### src/hw/rtl/lnds_pkg.sv
package lnds_pkg;

    // Capacity of one sequence and the widths that follow from it.
    localparam int MAX_ITEMS = 1024;
    localparam int ADDR_W    = $clog2(MAX_ITEMS);
    localparam int CNT_W     = ADDR_W + 1;
    localparam int LEN_W     = CNT_W;
    localparam int VALUE_W   = 32;
    localparam int ENTRY_W   = VALUE_W + LEN_W;

    // Fixed widths of the result fields.
    localparam int OUT_LEN_W = 11;
    localparam int OUT_IDX_W = 10;

    typedef struct packed {
        logic signed [VALUE_W-1:0] value;
        logic                      last;
    } in_t;

    typedef struct packed {
        logic [OUT_LEN_W-1:0] best_length;
        logic [OUT_IDX_W-1:0] end_index;
        logic                 overflow;
    } out_t;

    typedef enum logic [2:0] {
        ST_IDLE,
        ST_SCAN,
        ST_DRAIN,
        ST_WRITE,
        ST_FINISH
    } state_t;

    // Commands from the controller to the datapath.
    typedef struct packed {
        logic accept;
        logic scan_rd;
        logic write;
        logic emit;
    } ctrl_cmd_t;

    // Status from the datapath to the controller.
    typedef struct packed {
        logic full;
        logic count_zero;
        logic scan_done;
        logic last;
        logic out_free;
    } dp_status_t;

endpackage

### src/hw/rtl/lnds_ctrl.sv
module lnds_ctrl
    import lnds_pkg::*;
(
    input  logic       clk,
    input  logic       rst_n,
    input  logic       in_valid,
    output logic       in_ready,
    input  dp_status_t status,
    output ctrl_cmd_t  cmd
);

    state_t state_reg;
    state_t state_next;

    always_ff @(posedge clk or negedge rst_n)
    begin
        if (!rst_n)
        begin
            state_reg <= ST_IDLE;
        end
        else
        begin
            state_reg <= state_next;
        end
    end

    // Next state.
    always_comb
    begin
        state_next = state_reg;
        unique case (state_reg)
            ST_IDLE:
            begin
                if (in_valid)
                begin
                    if (status.full)
                    begin
                        state_next = ST_FINISH;
                    end
                    else if (status.count_zero)
                    begin
                        state_next = ST_WRITE;
                    end
                    else
                    begin
                        state_next = ST_SCAN;
                    end
                end
            end
            ST_SCAN:
            begin
                if (status.scan_done)
                begin
                    state_next = ST_DRAIN;
                end
            end
            ST_DRAIN:
            begin
                state_next = ST_WRITE;
            end
            ST_WRITE:
            begin
                state_next = ST_FINISH;
            end
            ST_FINISH:
            begin
                if (!status.last || status.out_free)
                begin
                    state_next = ST_IDLE;
                end
            end
            default:
            begin
                state_next = ST_IDLE;
            end
        endcase
    end

    // Outputs.
    always_comb
    begin
        in_ready = 1'b0;
        cmd      = '0;
        unique case (state_reg)
            ST_IDLE:
            begin
                in_ready   = 1'b1;
                cmd.accept = in_valid;
            end
            ST_SCAN:
            begin
                cmd.scan_rd = 1'b1;
            end
            ST_DRAIN:
            begin
                cmd = '0;
            end
            ST_WRITE:
            begin
                cmd.write = 1'b1;
            end
            ST_FINISH:
            begin
                cmd.emit = status.last && status.out_free;
            end
            default:
            begin
                cmd = '0;
            end
        endcase
    end

endmodule

### config.mk
export PLATFORM = sky130hd
export DESIGN_NAME = lnds_ctrl
export DESIGN_NICKNAME = d
export VERILOG_FILES = /design/src/hw/rtl/lnds_pkg.sv /design/src/hw/rtl/lnds_ctrl.sv
export SDC_FILE = /design/constraint.sdc
export NUM_CORES = 1
export LEC_CHECK = 0
export BUFFER_PORTS_ARGS = -buffer_cell sky130_fd_sc_hd__buf_4
export CAP_MARGIN = 20
export CORE_AREA = 5 5 42 44
export DETAILED_ROUTE_END_ITERATION = 8
export DIE_AREA = 0 0 47 49
export GPL_TIMING_DRIVEN = 1
export PLACE_DENSITY_LB_ADDON = 0.08
export SYNTH_ARGS = -nofsm -noshare
export SYNTH_HDL_FRONTEND = slang
export SYNTH_SLANG_ARGS = --single-unit
### constraint.sdc
create_clock -name clk -period 1.1 [get_ports clk]
set_input_delay 0.22 -clock clk [delete_from_list [all_inputs] [get_ports clk]]
set_output_delay 0.22 -clock clk [all_outputs]
set_load 0.03 [all_outputs]
==> impl_metrics.tcl <==
set metrics [dict create \
    cts_tree "built" \
    clk_latency_ns 0.23 \
    dp_hpwl_um 476 \
    power_leakage_nw 0.200 \
    preCtsSetupSlack_ns -0.135 \
    timing.critical_path.fanout_max 5 \
    number_of_distinct_library_cells_after_synthesis 15 \
    drtIter0Drc 0 \
    layout.cells.most_common_list "buf_4 (12), buf_6 (6), clkbuf_4 (3), dfrtp_2 (3)" \
    setup_tns_ns -1.15 \
    total_of_warnings_raised_by_yosys 0 \
    post-route-cell-area_sq_um 458 \
    critPathKind "register to output pin" \
    die_height_um 49 \
    mappedNetlistNets 30 \
    cts_sinks 3 \
    dr.pass1.iters 1 \
    placement.cell_area_sq_um 353 \
    largest_register_ff_count 3 \
    maxClockFrequency_ghz 0.740 \
    reg2reg_setup_slack_ns 0.01 \
    synth_fa_ha_area_share_pct 0 \
    netlist_instances 22 \
    placement.io_buffers 12 \
    area_growth_pct 146 \
    grt_use_total_pct 5.51 \
    worst_ir_drop_vdd_uv 810 \
    die_x_um 47 \
    htreeDepth 1 \
    floorplan.die_area_sq_um 2300 \
    nNetsFinal 54 \
    buffer_type_at_the_clock_tree_root "clkbuf_4" \
    yosys-mux-area-fraction_pct 0 \
    globalRouteOverflowTotal 0 \
    routed_wire_length_per_instance_um 9.25 \
    finalHoldViolations 0 \
    drc 0 \
    rr_endpoint "state_reg[0]" \
    cp.arrival_ns 1.13 \
    ys_seq_area_share_pct 40.3 \
    worst_setup_endpoint "cmd[3]" \
    synth-compound-area-share_pct 22.8 \
    netlist_area_sq_um 186 \
    grt_pass1_wl_um 924 \
    worst_setup_path_startpoint "state_reg[1]" \
    core_box_area_sq_um 1400 \
    num-fill-cells 161 \
    ant_nets 0 \
    layout_commonest_cell "buf_4" \
    insertedDiodeCount 0 \
    layoutNonFillerInstCount 61 \
    final_setup_skew_ns 0.00310 \
    critPathLaunchType "register" \
    final_period_utilization_pct 123 \
    endpoint_kind "output pin" \
    synth_top_family_by_area "simple AND/OR/NAND/NOR gates" \
    detail_route.wirelength_um 564 \
    number_of_max_slew_violations_in_the_final_report 0 \
    max_cap_viols 0 \
    cts.path.max_buffers 2 \
    dp_cells 54 \
    grt_antenna_before_repair 0 \
    worst_min_delay_path_class "input port to register" \
    max-slew-margin-rel_pct 85.1 \
    grt_setup_unrepaired "true" \
    grt_pass1_vias 255 \
    grt_max_degree 6 \
    layout-drive-gt1-share_pct 73.3 \
    power_density_nw_per_um2 2890 \
    routed_via_density 3.92 \
    row_count 14 \
    synth.avg_cell_area_sq_um 8.47 \
    floorplan.initialDensity_pct 13.3 \
    fin_util_pct 32.7 \
    place_congestion 0.662 \
    outcome "complete, but fails checks" \
    yosys_register_bits 3 \
    share_of_the_synthesized_netlist_area_taken_by_xor_and_xnor_gates_pct 0 \
    tritoncts.num_buffers 3 \
    period_needed_ns 1.35 \
    setup_viol_count_final 5 \
    tightest_slew_ns 0.222 \
    via_count 239 \
    r2r.worst_path.cells 3 \
    final.setup.worst_slack_ns -0.251 \
    timing.critical_path.required_ns 0.88 \
    num_io_pins 13 \
    synth_simple_gate_area_share_pct 34.9 \
    reg2reg_from "state_reg[1]" \
    failed_checks "negative setup slack" \
    path_clk_slew_ns 0.04 \
]
cell usage after synthesis, drive strengths merged:
cell	count	area [sq um]
o32ai	1	8.76
a31oi	1	6.26
o22ai	1	6.26
nor3	1	5.00
dfrtp	3	75.1
or2	1	6.26
o21bai	1	7.51
inv	1	3.75
nor2b	2	12.5
a21oi	2	13.8
nand2b	2	12.5
and2	2	12.5
nor2	3	11.3
nand3	1	5.00
final cells by class:
type                    instances  area, sq um  area share (%)
well taps                      16         20.0            4.37
inverters                       1         3.75           0.820
flip-flops and latches          3         78.8            17.2
repair buffers                 19          168            36.6
clock buffers                   4         26.3            5.74
multi-input cells              18          161            35.2
cell families (layout without fill, tap and decap cells):
family,after synthesis,after routing
buffers and inverters,1,24
AND/OR/NAND/NOR,12,12
flip-flops,3,3
AO/OA/AOI/OAI,6,6
worst min-delay path by stage:
stage | start | to | slack (ns) | cells past startpoint
2_1_floorplan | rst_n | state_reg[0] | -0.08 | 0
3_3_place_gp | rst_n | state_reg[2] | 0.01 | 1
3_5_place_dp | rst_n | state_reg[2] | 0.01 | 1
4_1_cts | status[0] | state_reg[2] | 0.19 | 2
5_1_grt | status[0] | state_reg[2] | 0.21 | 2
6_report | status[0] | state_reg[2] | 0.20 | 2
layer usage:
layer	GRT usage (%)	vias to the layer above	part of all wire (%)
li1	-	125	-
met1	5.99	105	40
met2	8.82	9	49
met3	1.11	0	10
met4	4.15	0	0
met5	0	-	0
metrics by stage:
stage / power [W] / hold slack (ns)
CTS: 0.00129 / 0.192
finish: 0.00132 / 0.196
detailed placement: 0.000913 / 0.0122
global placement: 0.000922 / 0.0102
floorplan: 0.000635 / -0.0756
global route: 0.00141 / 0.211
repair_timing:
action,4_1_cts,5_1_grt
buffers inserted,2,0
pin swaps,4,2
hold buffers,1,0
resized for setup,12,3
endpoints found under the hold margin,3,0
setup endpoints to repair,5,6
cloned,0,0
critical path: stages, from the launching register on:
cell and delay, ns:
dfrtp_2 0.45, nor3_4 0.18, and2_4 0.16, buf_6 0.12
power by group:
part | leakage, nW | total, W | internal, W | switching, W
combinational | 0.151 | 0.000864 | 0.000473 | 0.000391
clock | 0.0150 | 0.000184 | 0.000135 | 0.0000490
sequential | 0.0345 | 0.000273 | 0.000172 | 0.000101
total | 0.200 | 0.00132 | 0.000781 | 0.000541
(Power assumes the default switching activity.)
